**src/hw/rtl/prnbf_pkg.sv**
```systemverilog
// Shared types and constants for the page run allocator.
// No dependencies; compiled first.
package prnbf_pkg;

  localparam int HEAP_PAGES = 4096;
  localparam int PAGE_W     = 12;          // page index bits
  localparam int CNT_W      = 13;          // page count, 0..HEAP_PAGES
  localparam int ADDR_W     = 32;
  localparam int OFFS_W     = 12;          // byte offset inside a page
  localparam int SPAN_W     = PAGE_W + OFFS_W;

  localparam logic [PAGE_W-1:0] LAST_PAGE = PAGE_W'(HEAP_PAGES - 1);
  localparam logic [ADDR_W-1:0] BASE_RESET = 32'hF600_0000;

  // configuration register indexes
  localparam logic CFG_STRATEGY  = 1'b0;
  localparam logic CFG_HEAP_BASE = 1'b1;

  // placement strategy values
  localparam logic STRAT_NEXT = 1'b0;
  localparam logic STRAT_BEST = 1'b1;

  // request mode values
  localparam logic MODE_ALLOC = 1'b0;
  localparam logic MODE_FREE  = 1'b1;

  typedef enum logic [2:0] {
    RES_ALLOC   = 3'd0,
    RES_NOSPACE = 3'd1,
    RES_FREED   = 3'd2,
    RES_IGNORED = 3'd3,
    RES_RANGE   = 3'd4
  } status_t;

  typedef enum logic [3:0] {
    ST_CLEAR,
    ST_IDLE,
    ST_DECODE,
    ST_SCAN,
    ST_MARK_INIT,
    ST_MARK,
    ST_FREE_CHK,
    ST_FREE_CLR,
    ST_RESP
  } state_t;

  typedef struct packed {
    logic    clr;        // clearing pass step
    logic    load;       // capture request transaction
    logic    scan_init;
    logic    scan;
    logic    mark_init;
    logic    mark;
    logic    finit;
    logic    fclr;
    logic    fin;        // load output register
    status_t code;
  } cmd_t;

  typedef struct packed {
    logic clr_last;
    logic is_free;
    logic req_ok;
    logic in_range;
    logic scan_done;
    logic scan_found;
    logic mark_last;
    logic len_zero;
    logic fclr_last;
    logic out_free;
  } sts_t;

endpackage

```
**src/hw/rtl/prnbf_ctrl.sv**
```systemverilog
// Sequencer for the page run allocator.
// Depends on prnbf_pkg; drives prnbf_dp through cmd_t / sts_t.
module prnbf_ctrl (
  input  logic             clk,
  input  logic             rst,
  input  logic             req_valid,
  output logic             req_ready,
  input  prnbf_pkg::sts_t  sts,
  output prnbf_pkg::cmd_t  cmd
);
  import prnbf_pkg::*;

  state_t  state, state_next;
  status_t code, code_next;

  always_ff @(posedge clk) begin
    if (rst) begin
      state <= ST_CLEAR;
      code  <= RES_NOSPACE;
    end else begin
      state <= state_next;
      code  <= code_next;
    end
  end

  always_comb begin
    state_next = state;
    code_next  = code;
    req_ready  = 1'b0;
    cmd        = '0;
    cmd.code   = code;
    case (state)
      ST_CLEAR: begin
        cmd.clr = 1'b1;
        if (sts.clr_last) state_next = ST_IDLE;
      end
      ST_IDLE: begin
        req_ready = 1'b1;
        if (req_valid) begin
          cmd.load   = 1'b1;
          state_next = ST_DECODE;
        end
      end
      ST_DECODE: begin
        if (sts.is_free) begin
          if (!sts.in_range) begin
            code_next  = RES_RANGE;
            state_next = ST_RESP;
          end else begin
            state_next = ST_FREE_CHK;
          end
        end else if (!sts.req_ok) begin
          code_next  = RES_NOSPACE;
          state_next = ST_RESP;
        end else begin
          cmd.scan_init = 1'b1;
          state_next    = ST_SCAN;
        end
      end
      ST_SCAN: begin
        cmd.scan = 1'b1;
        if (sts.scan_done) begin
          if (sts.scan_found) begin
            state_next = ST_MARK_INIT;
          end else begin
            code_next  = RES_NOSPACE;
            state_next = ST_RESP;
          end
        end
      end
      ST_MARK_INIT: begin
        cmd.mark_init = 1'b1;
        state_next    = ST_MARK;
      end
      ST_MARK: begin
        cmd.mark = 1'b1;
        if (sts.mark_last) begin
          code_next  = RES_ALLOC;
          state_next = ST_RESP;
        end
      end
      ST_FREE_CHK: begin
        if (sts.len_zero) begin
          code_next  = RES_IGNORED;
          state_next = ST_RESP;
        end else begin
          cmd.finit  = 1'b1;
          state_next = ST_FREE_CLR;
        end
      end
      ST_FREE_CLR: begin
        cmd.fclr = 1'b1;
        if (sts.fclr_last) begin
          code_next  = RES_FREED;
          state_next = ST_RESP;
        end
      end
      ST_RESP: begin
        if (sts.out_free) begin
          cmd.fin    = 1'b1;
          state_next = ST_IDLE;
        end
      end
      default: state_next = ST_CLEAR;
    endcase
  end
endmodule

```
**config.mk**
```make
export PLATFORM = sky130hd
export DESIGN_NAME = prnbf_ctrl
export DESIGN_NICKNAME = d
export VERILOG_FILES = /design/src/hw/rtl/prnbf_pkg.sv /design/src/hw/rtl/prnbf_ctrl.sv
export SDC_FILE = /design/constraint.sdc
export NUM_CORES = 1
export LEC_CHECK = 0
export BUFFER_PORTS_ARGS = -buffer_cell sky130_fd_sc_hd__buf_2
export CORE_AREA = 3 3 40 42
export CTS_CLUSTER_DIAMETER = 150
export CTS_CLUSTER_SIZE = 20
export DETAILED_ROUTE_END_ITERATION = 10
export DIE_AREA = 0 0 43 45
export GPL_TIMING_DRIVEN = 0
export PLACE_DENSITY = 0.78
export SYNTH_ARGS = -nofsm -noshare
export SYNTH_HDL_FRONTEND = slang
export SYNTH_SLANG_ARGS = --single-unit
```
**constraint.sdc**
```tcl
create_clock -name clk -period 3.2 [get_ports clk]
set_input_delay 0.48 -clock clk [delete_from_list [all_inputs] [get_ports clk]]
set_output_delay 0.48 -clock clk [all_outputs]
set_load 0.1 [all_outputs]
```
Word-level counts from Yosys, hierarchy flattened
Cells that the tools add are included.

Output and inout port bits: 13. Bits of input ports: 13. Register bits after elaboration: 7. Logic and storage cells: 60.

Multiplexer cells: 36. Equality and inequality tests: 18. Reductions and logical operators: 4.

Operators by type and width (count): 4-bit two-way mux (11); 4-bit case mux with 9 select lines (1); 3-bit two-way mux (8); 4-bit by 3-bit equality test with 1-bit output (second input constant) (4); 2-bit inequality test (second input constant) (8); 1-bit two-way mux (15); 3-bit case mux with 5 select lines (1); 4-bit by 2-bit equality test with 1-bit output (second input constant) (2); 8-bit AND reduction (1); 3-bit inequality test (second input constant) (2); 6-bit AND reduction (1); 5-bit nonzero test (1); 4-bit by 1-bit equality test with 1-bit output (second input constant) (1); 4-bit equality test (second input constant) (1); 4-bit logical NOT (1).

Depth between registers and ports, before layout
Gate-level depths: netlist of the first run.

Depth after elaboration: 3. Gate-level depth with buffers: 6. Mapped depth without buffers: 4.

Worst setup path before layout of the first run
No wires, ideal clock.

Path type: reg2out. Start: register state[2]. End: output cmd[11] (netlist bit). Setup slack: -692 ps. Path buffers: 1. Data arrival time: 3412 ps. Stages on the path, launching flop included: 3. Cell sequence: dfxtp_1 > buf_4 > nor4_1.

RTL lines: start, declared (line prnbf_ctrl.sv:13) `state_t state, state_next;`; start signal, assigned (line prnbf_ctrl.sv:21) `state <= state_next;`; end, declared (line prnbf_ctrl.sv:9) `output prnbf_pkg::cmd_t cmd`.

==> results summary, run 1 <==
The run finished with clean final reports. The synthesized-area fraction occupied by adder cells is 0%. STA puts the critical path data required time at ~2700 ps.

The complex-gate fraction of the synthesized area came out at a little under a quarter. The min-delay analysis places its worst path in the category in -> reg. The total number of nets in the final design is 115. The final cell count without fillers came out at 116. Pin placement for this block handled 26 I/O pins. The power dissipated by switching net loads came out at just under 0.5 mW. The number of placement rows came out at 13. The clock tree root driver cell is sky130_fd_sc_hd__clkbuf_4. The total standard cell area after synthesis is 622 µm². The worst-case clock skew came out at 8.21 ps. The worst reg2reg path startpoint is state[2]. The area share of xor/xnor cells in the synthesized design is 0%. The port buffer count came out at 24. 0 antenna diodes ended up in the layout. For this run, the slowest stage of the critical path takes between 500 and 600 ps. The cell accounting for the most synthesized area is sky130_fd_sc_hd__dfxtp_1. After legalization and detailed placement, the total HPWL measured approximately 1200 µm. The number of levels in the clock H-tree is 1. The number of nets in the synthesized netlist is 86. The switching part of the total power is about three fifths.

Once the floorplan was initialized, standard cells occupied 48.4% of the core. The startpoint of the lowest-slack hold path is rst. The worst-path cell with the longest stage delay is sky130_fd_sc_hd__or4bb_1.

The maximum net fanout on the critical path is 10. The total of warnings raised by yosys is 0. The number of cells on the critical path is 4.

The clock-pin slew reported for the worst setup and hold paths after clock tree synthesis came out at ~60 ps. The worst hold path passes through 2 cells. The die covers between 1500 and 2000 µm². On the critical path the largest part of the delay comes from simple AND/OR/NAND/NOR gates. The number of buffers inserted to repair setup after CTS is 0.

The residual DRC count came out at 0. The clock network latency to the later pin of the worst-skew pair came out at between 200 and 300 ps. For this block, the via count after detailed routing is just under 700. The utilization after layout is 62.7%. The via count of the first global-routing pass came out at just under 600. The number of library cell types mapped by synthesis came out at 38.

Setup violations remaining at the end of the flow were counted as 0. The placed instances occupy a cell area of between 700 and 800 µm². The minimum hold slack came out at between 400 and 500 ps. The dominant cell by count in the synthesized netlist is sky130_fd_sc_hd__nor2_1. The mux contribution to synthesized area came out at between 6 and 7%. The transition time at the pin with the least slew margin is between 400 and 500 ps. The aggregate global-route resource usage is 17.0%. The longest clock path from root to sink contains 2 buffers. The nature of the critical path endpoint is an output pin. Counting instances in the post-synthesis netlist gives the leading cell types as sky130_fd_sc_hd__nor2_1, sky130_fd_sc_hd__a21oi_1, sky130_fd_sc_hd__dfxtp_1.

The data arrival time at the worst-slack endpoint is just under 2000 ps. The post-synthesis share of cell area spent on and, or, nand and nor gates is a little under two fifths. The power share of the clock group came out at 10.0%.

The average cell area after synthesis came out at between 8 and 9 µm². Max-cap violations in this run came to 0. The final-report max-slew violation count came out at 0. After synthesis, flip-flops and latches occupy a little under a quarter of the total area.

The number of cells in the design after placement is between 100 and 150. The number of hold violations in the final report is 0. The initial antenna violation count came out at 0. The detail route stage leaves a number of antenna-violating nets equal to 0. The clock tree from TritonCTS is built. The DRC marker count from the first detailed-route iteration came out at 13.

The share of synthesized area in the top cell type comes to between 20% and 30%. Global routing finished with a remaining overflow of 0. The hold-fix buffer count after cts is 0. The cell leakage power came out at 0.371 nW. TritonCTS created 3 clock buffers. The proportion of synthesized flip-flops having asynchronous set or reset is 0%.

The buffering stage count on the worst path with inverters included is 2. The number of enable-type register cells in the synthesized netlist came out at 0. The die boundary width came out at 43 µm. The first-pass GRT wire length came out at about 2600 µm. The post-synthesis instance total came out at 73. The register bit count reported by yosys is 7. Dividing the detail-routed wire length by the instance count gives around 13 µm.

The clock period could shrink to 2440 ps. The critical path is of the reg -> out type. Relative to the synthesized area, the layout overhead comes to 29.6%.

The area of the placeable core came out at between 1000 and 1500 µm². The pin count of the biggest net entering global routing is 11. The headroom to the max-slew limit is between 60% and 70%. In this run the register-to-register setup slack is around 1500 ps. With fillers left out, the area of the finished cells amounts to 806 µm². For hold timing, the worst endpoint is state[2].

The depth of the worst register-to-register path came out at 4. Summed over all failing endpoints, the final setup total negative slack is 0 ps. The peak supply drop is between 0.8 and 0.9 mV. Among all flip-flop cells after synthesis, the most frequent one is sky130_fd_sc_hd__dfxtp_1.

The portion of the clock cycle consumed by the worst path in the final layout is between 70% and 80%. The detail-routed via count per cell is 5.91. Cell internal power was estimated by the tool at approximately 0.34 mW. The capture instance of the worst register-to-register path is code[0]. The share of cells above drive strength 1 came out at just under 50%. The height of the die is between 40 and 50 µm. The fraction of power consumed by combinational cells came out at approximately 74%.

Counting every sink on the clock net gives 7. Yosys attributes the largest share of cell area to sky130_fd_sc_hd__dfxtp_1, sky130_fd_sc_hd__a21oi_1, sky130_fd_sc_hd__mux2i_1. Once the clock tree was built, the resizer swapped 0 gates to a different size. The count of TritonRoute iterations in the first routing pass came out at 4. Derived from the worst setup path, the maximum achievable clock frequency is roughly 410 MHz.

After synthesis, the largest family of logic cells by area is simple AND/OR/NAND/NOR gates. Walking the worst path, the cells encountered are buf_4 -> or4bb_1 -> nor2_1 -> buf_2. The routability-driven placement congestion ratio is about 0.81. The routed design has 1540 µm of wire. Setup repair after global routing left no endpoint under its margin.

Registers are responsible for between 15 and 20% of the overall power. The worst setup path is launched from a register. Power spread over the standard cell area amounts to between 1000 and 1500 nW/µm².
## flip-flops by register name, summed over array words and instances, names as in the netlist
signal and flops:
code 3, state 4
## cells in the final DEF (no fill, tap or decap), types with 2 or more instances in the layout
cell type,count
sky130_fd_sc_hd__buf_2,24
sky130_fd_sc_hd__nor2_1,7
sky130_fd_sc_hd__a21oi_1,7
sky130_fd_sc_hd__dfxtp_1,7
sky130_fd_sc_hd__buf_4,3
sky130_fd_sc_hd__or2b_2,3
sky130_fd_sc_hd__mux2i_1,3
sky130_fd_sc_hd__clkbuf_4,3
sky130_fd_sc_hd__clkbuf_8,2
sky130_fd_sc_hd__nor3_2,2
sky130_fd_sc_hd__inv_1,2
sky130_fd_sc_hd__nand3b_1,2
sky130_fd_sc_hd__and2_1,2
sky130_fd_sc_hd__o32a_1,2
sky130_fd_sc_hd__nand2b_1,2
sky130_fd_sc_hd__o21ai_0,2
sky130_fd_sc_hd__or3b_2,2
## worst max-delay path by stage
stage                   from  endpoint  slack, ps
floorplan           state[2]   cmd[10]        150
global placement    state[1]    cmd[5]       1070
detailed placement  state[1]    cmd[5]       1020
CTS                 state[1]    cmd[5]        750
global route        state[1]    cmd[5]        640
finish              state[1]    cmd[5]        760
## stage by stage
stage	worst slack (ps)	power, mW
after floorplan	146	0.663
after global routing	644	0.881
after detailed placement	1020	0.751
after global placement	1070	0.748
after CTS	746	0.834
final	764	0.833
## worst register-to-register path: cells and delay by family (launching register included)
kind / cells / cell delay, ps
compound gates: 2 / 500
simple gates: 1 / 550
mux: 1 / 210
flops: 1 / 340
## cells by family after synthesis
group,Yosys count
AO/OA/AOI/OAI,20
AND/OR/NAND/NOR,34
buffers and inverters,8
multiplexers,4
flip-flops,7
## area by class of cell
cell class,instances,area (µm²)
fillers,124,479
multi-input cells,58,432
flip-flops and latches,7,140
repair buffers,24,120
plain buffers,6,61.3
clock buffers,4,26.3
well taps,15,18.8
inverters,2,7.51
## power by group through the flow
stage | clock (mW) | sequential, mW | combinational [mW]
finish | 0.0832 | 0.133 | 0.617
global route | 0.0874 | 0.137 | 0.656
detailed placement | 0 | 0.135 | 0.616
floorplan | 0 | 0.177 | 0.486
global placement | 0 | 0.133 | 0.615
CTS | 0.0828 | 0.133 | 0.618
## per-layer routing
metal	vias to the layer above	GRT usage (%)	wire length [µm]
met5	-	0	0
met4	0	4.22	22
met3	4	2.79	92
met2	22	28.4	721
met1	326	22.9	698
li1	333	-	-
No activity file was read; power rests on OpenSTA's default activity.
==> inputs of run 2 (changes only) <==
- CORE_AREA: 3 3 40 42 -> not set
- CORE_MARGIN: not set -> 3
- CORE_UTILIZATION: not set -> 46
- DIE_AREA: 0 0 43 45 -> not set
- PLACE_DENSITY: 0.78 -> 0.77
- clock period: 3.2 -> 2.3 ns (I/O delays scaled with it)
==> run 2 against run 1 <==
Effect of this change: first-iteration DRC count rose by 62%; worst hold slack got worse by 140 ps; sequential power is 38% higher; cell count shrank 0.86%; non-clock buffer count unchanged; sequential share of layout area is 0.55 points lower; critical path type unchanged; combinational power grew 47%; register-to-register slack lost 930 ps; largest power group unchanged; critical path depth up 1; clock-buffer cell count is the same; global-route usage is 2.6 points higher; sequential cell count did not move.
==> results summary, run 2 (synthesis results as in run 1) <==
Largest registers: state x4, code x3 (unchanged). The path type of the worst setup path is reg -> out (unchanged). The worst-case clock skew is 5.09 ps (was 8.21 ps).

Commonest non-fill, non-tap cells in the layout: sky130_fd_sc_hd__buf_2, sky130_fd_sc_hd__a21oi_1, sky130_fd_sc_hd__dfxtp_1 (was sky130_fd_sc_hd__buf_2, sky130_fd_sc_hd__nor2_1, sky130_fd_sc_hd__a21oi_1, sky130_fd_sc_hd__dfxtp_1). The sequential cell area came to 140 µm² (unchanged). The CTS sink count is 7 (unchanged). The max-cap violation count is 0 (unchanged). The total via count after detailed routing came out at 680 (was 685). The peak supply drop is 1.03 mV (was 0.804 mV).

The clock tree root driver cell is sky130_fd_sc_hd__clkbuf_4 (unchanged). The share of cells above drive strength 1 is 51.5% (was 48.5%). The final-layout fill cell count is 95 (was 124).

The leading cell type in the layout, fill and taps excluded is sky130_fd_sc_hd__buf_2 (unchanged). The delay contributed by the slowest stage of the critical path is 450 ps (was 510 ps). The area of combinational cells with multiple inputs came out at 459 µm² (was 432 µm²). The post-cts gate resize count was 0 (unchanged). The required time of the critical path came out at 1960 ps (was 2720 ps). The data arrival time at the worst-slack endpoint came to 1900 ps (was 1960 ps). The layout-stage area growth over the synthesis result is 33.8% (was 29.6%). The cell area after layout is 832 µm² (was 806 µm²).

The clock period minus final worst setup slack came out at ~2200 ps. The number of hold violations in the final report came out at 0 (unchanged). The I/O pin count came out at 26 (unchanged).

The cell leakage power is 0.379 nW (was 0.371 nW). The number of buffers inserted during clock tree synthesis is 3 (unchanged). The number of flip-flops under the largest register name came out at 4 (unchanged).

The minimum hold slack is 324 ps (was 460 ps). The largest register by flop count is state (unchanged). The die boundary width is 42.8 µm (was 43 µm). The count of TritonRoute iterations in the first routing pass came to 5 (was 4). The aggregate global-route resource usage is 19.6% (was 17.0%).

The DRC marker count from the first detailed-route iteration was 21 (was 13). The clock-pin slew reported for the worst setup and hold paths after clock tree synthesis came out at 60 ps (about the same). The number of levels in the clock H-tree is 1 (unchanged). The number of buffers on the longest clock path is 2 (unchanged). The residual DRC count was 0 (unchanged).

The overall power after layout is 1.21 mW (was 0.833 mW). The maximum net fanout on the critical path is 10 (unchanged). The antenna cell count is 0 (unchanged).

The area of the die came to 1830 µm² (was 1940 µm²). Based on the critical path, the design can be clocked at up to between 400 and 500 MHz. The residual overflow from global routing came out at 0 (unchanged). The smallest setup slack after layout is 53.2 ps (was 764 ps). The pin count of the biggest net entering global routing is 11 (unchanged). The total number of nets in the final design is 115 (unchanged). The height of the die came out at 42.8 µm (was 45 µm). The clock network latency to the later pin of the worst-skew pair came to 250 ps (about the same). The port buffer count came out at 24 (unchanged). The starting utilization of the core area is 52.4% (was 48.4%). The class of the most critical hold timing path is in -> reg (unchanged).

The final-report max-slew violation count came out at 0 (unchanged). The routability-driven placement congestion ratio came out at 0.754 (was 0.807). The instance area after placement is 806 µm² (was 779 µm²).

Chain of cells forming the critical path: buf_4 -> or3b_1 -> nor2_4 -> and2_4 -> buf_2 (was buf_4 -> or4bb_1 -> nor2_1 -> buf_2). The number of setup violations in the final report came out at 0 (unchanged). The detail-routed via count per cell is 5.91 (about the same). The post-detailed-placement half-perimeter wirelength is 1280 µm (was 1190 µm). The headroom to the max-slew limit is 66.8% (was 68.4%).

The number of placement rows is 12 (was 13). The pre-CTS worst setup slack is 340 ps (was 1020 ps). The clock tree from TritonCTS was built (unchanged). The nature of the critical path endpoint was an output pin (unchanged). The first-pass GRT wire length is 2800 µm (was 2550 µm).

Outcome: finished, final reports clean (unchanged). The final antenna-violating net count came out at 0 (unchanged). The area of the placeable core came to 1190 µm² (was 1280 µm²). The startpoint type of the worst setup path is a register (unchanged). The worst-path cell with the longest stage delay is sky130_fd_sc_hd__or3b_1 (was sky130_fd_sc_hd__or4bb_1). The wire length reported by the detailed router came out at 1710 µm (was 1540 µm). The hold-fix buffer count after cts came out at 0 (unchanged). The transition time at the pin with the least slew margin came out at 491 ps (was 467 ps). The initial antenna violation count came out at 0 (unchanged).

The mean routed wirelength per cell is 14.9 µm (was 13.2 µm). The via count of the first global-routing pass is 654 (was 592). Setup repair after global routing missed its margin: no (unchanged).

The power density of the placed cells came out at 1450 nW/µm² (was 1030 nW/µm²). Of the available clock period, the critical path in the final layout requires slightly below 100%. The number of buffers inserted to repair setup after CTS came out at 0 (unchanged).
[run 2: cell counts in the layout (fill, tap and decap cells not counted)]
Identical to the previous run, type by type.
[run 2: cell type report]
class	instances	area share [%]
Multi-Input combinational cell	58	55.2
Inverter	2	0.902
Tap cell	14	2.11
Sequential cell	7	16.8
Clock buffer	4	3.16
Buffer	6	7.37
Timing Repair Buffer	24	14.4
[run 2: power by group]
part	switching, mW	internal [mW]	total [mW]
combinational	0.635	0.272	0.907
sequential	0.0281	0.156	0.184
clock	0.0507	0.0666	0.117
[run 2: routing by layer]
metal	global-route usage, %	share of wire, %	vias to the layer above
met5	0	0	-
met4	3.11	0	0
met3	7.20	5.9	0
met2	33.2	51	23
met1	23.5	43	328
li1	-	-	329
[run 2: worst max-delay path: cells and delay by family, from the launching register on]
family,cells,cell delay [ps]
flip-flops,1,340
buffers and inverters,2,600
AND/OR/NAND/NOR,3,710
[run 2: worst paths after layout]
| path | from | cells after the start | end | slack (ps) |
|---|---|---|---|---|
| worst min register to register | code[2] | 2 | code[2] | 480 |
| worst max register to register | state[2] | 4 | code[0] | 600 |
| worst min-delay path | rst | 2 | state[1] | 320 |
| worst max-delay path | state[2] | 5 | cmd[10] | 50 |
[run 2: per-stage QoR]
| stage | instances | setup TNS, ps | utilization (%) |
|---|---|---|---|
| 2_1_floorplan | 73 | -208 | - |
| 3_3_place_gp | 111 | 0 | 67.9 |
| 3_5_place_dp | 111 | 0 | 67.9 |
| 4_1_cts | 115 | 0 | 70.1 |
| 5_1_grt | 115 | 0 | 70.1 |
| 6_report | 115 | 0 | 70.1 |
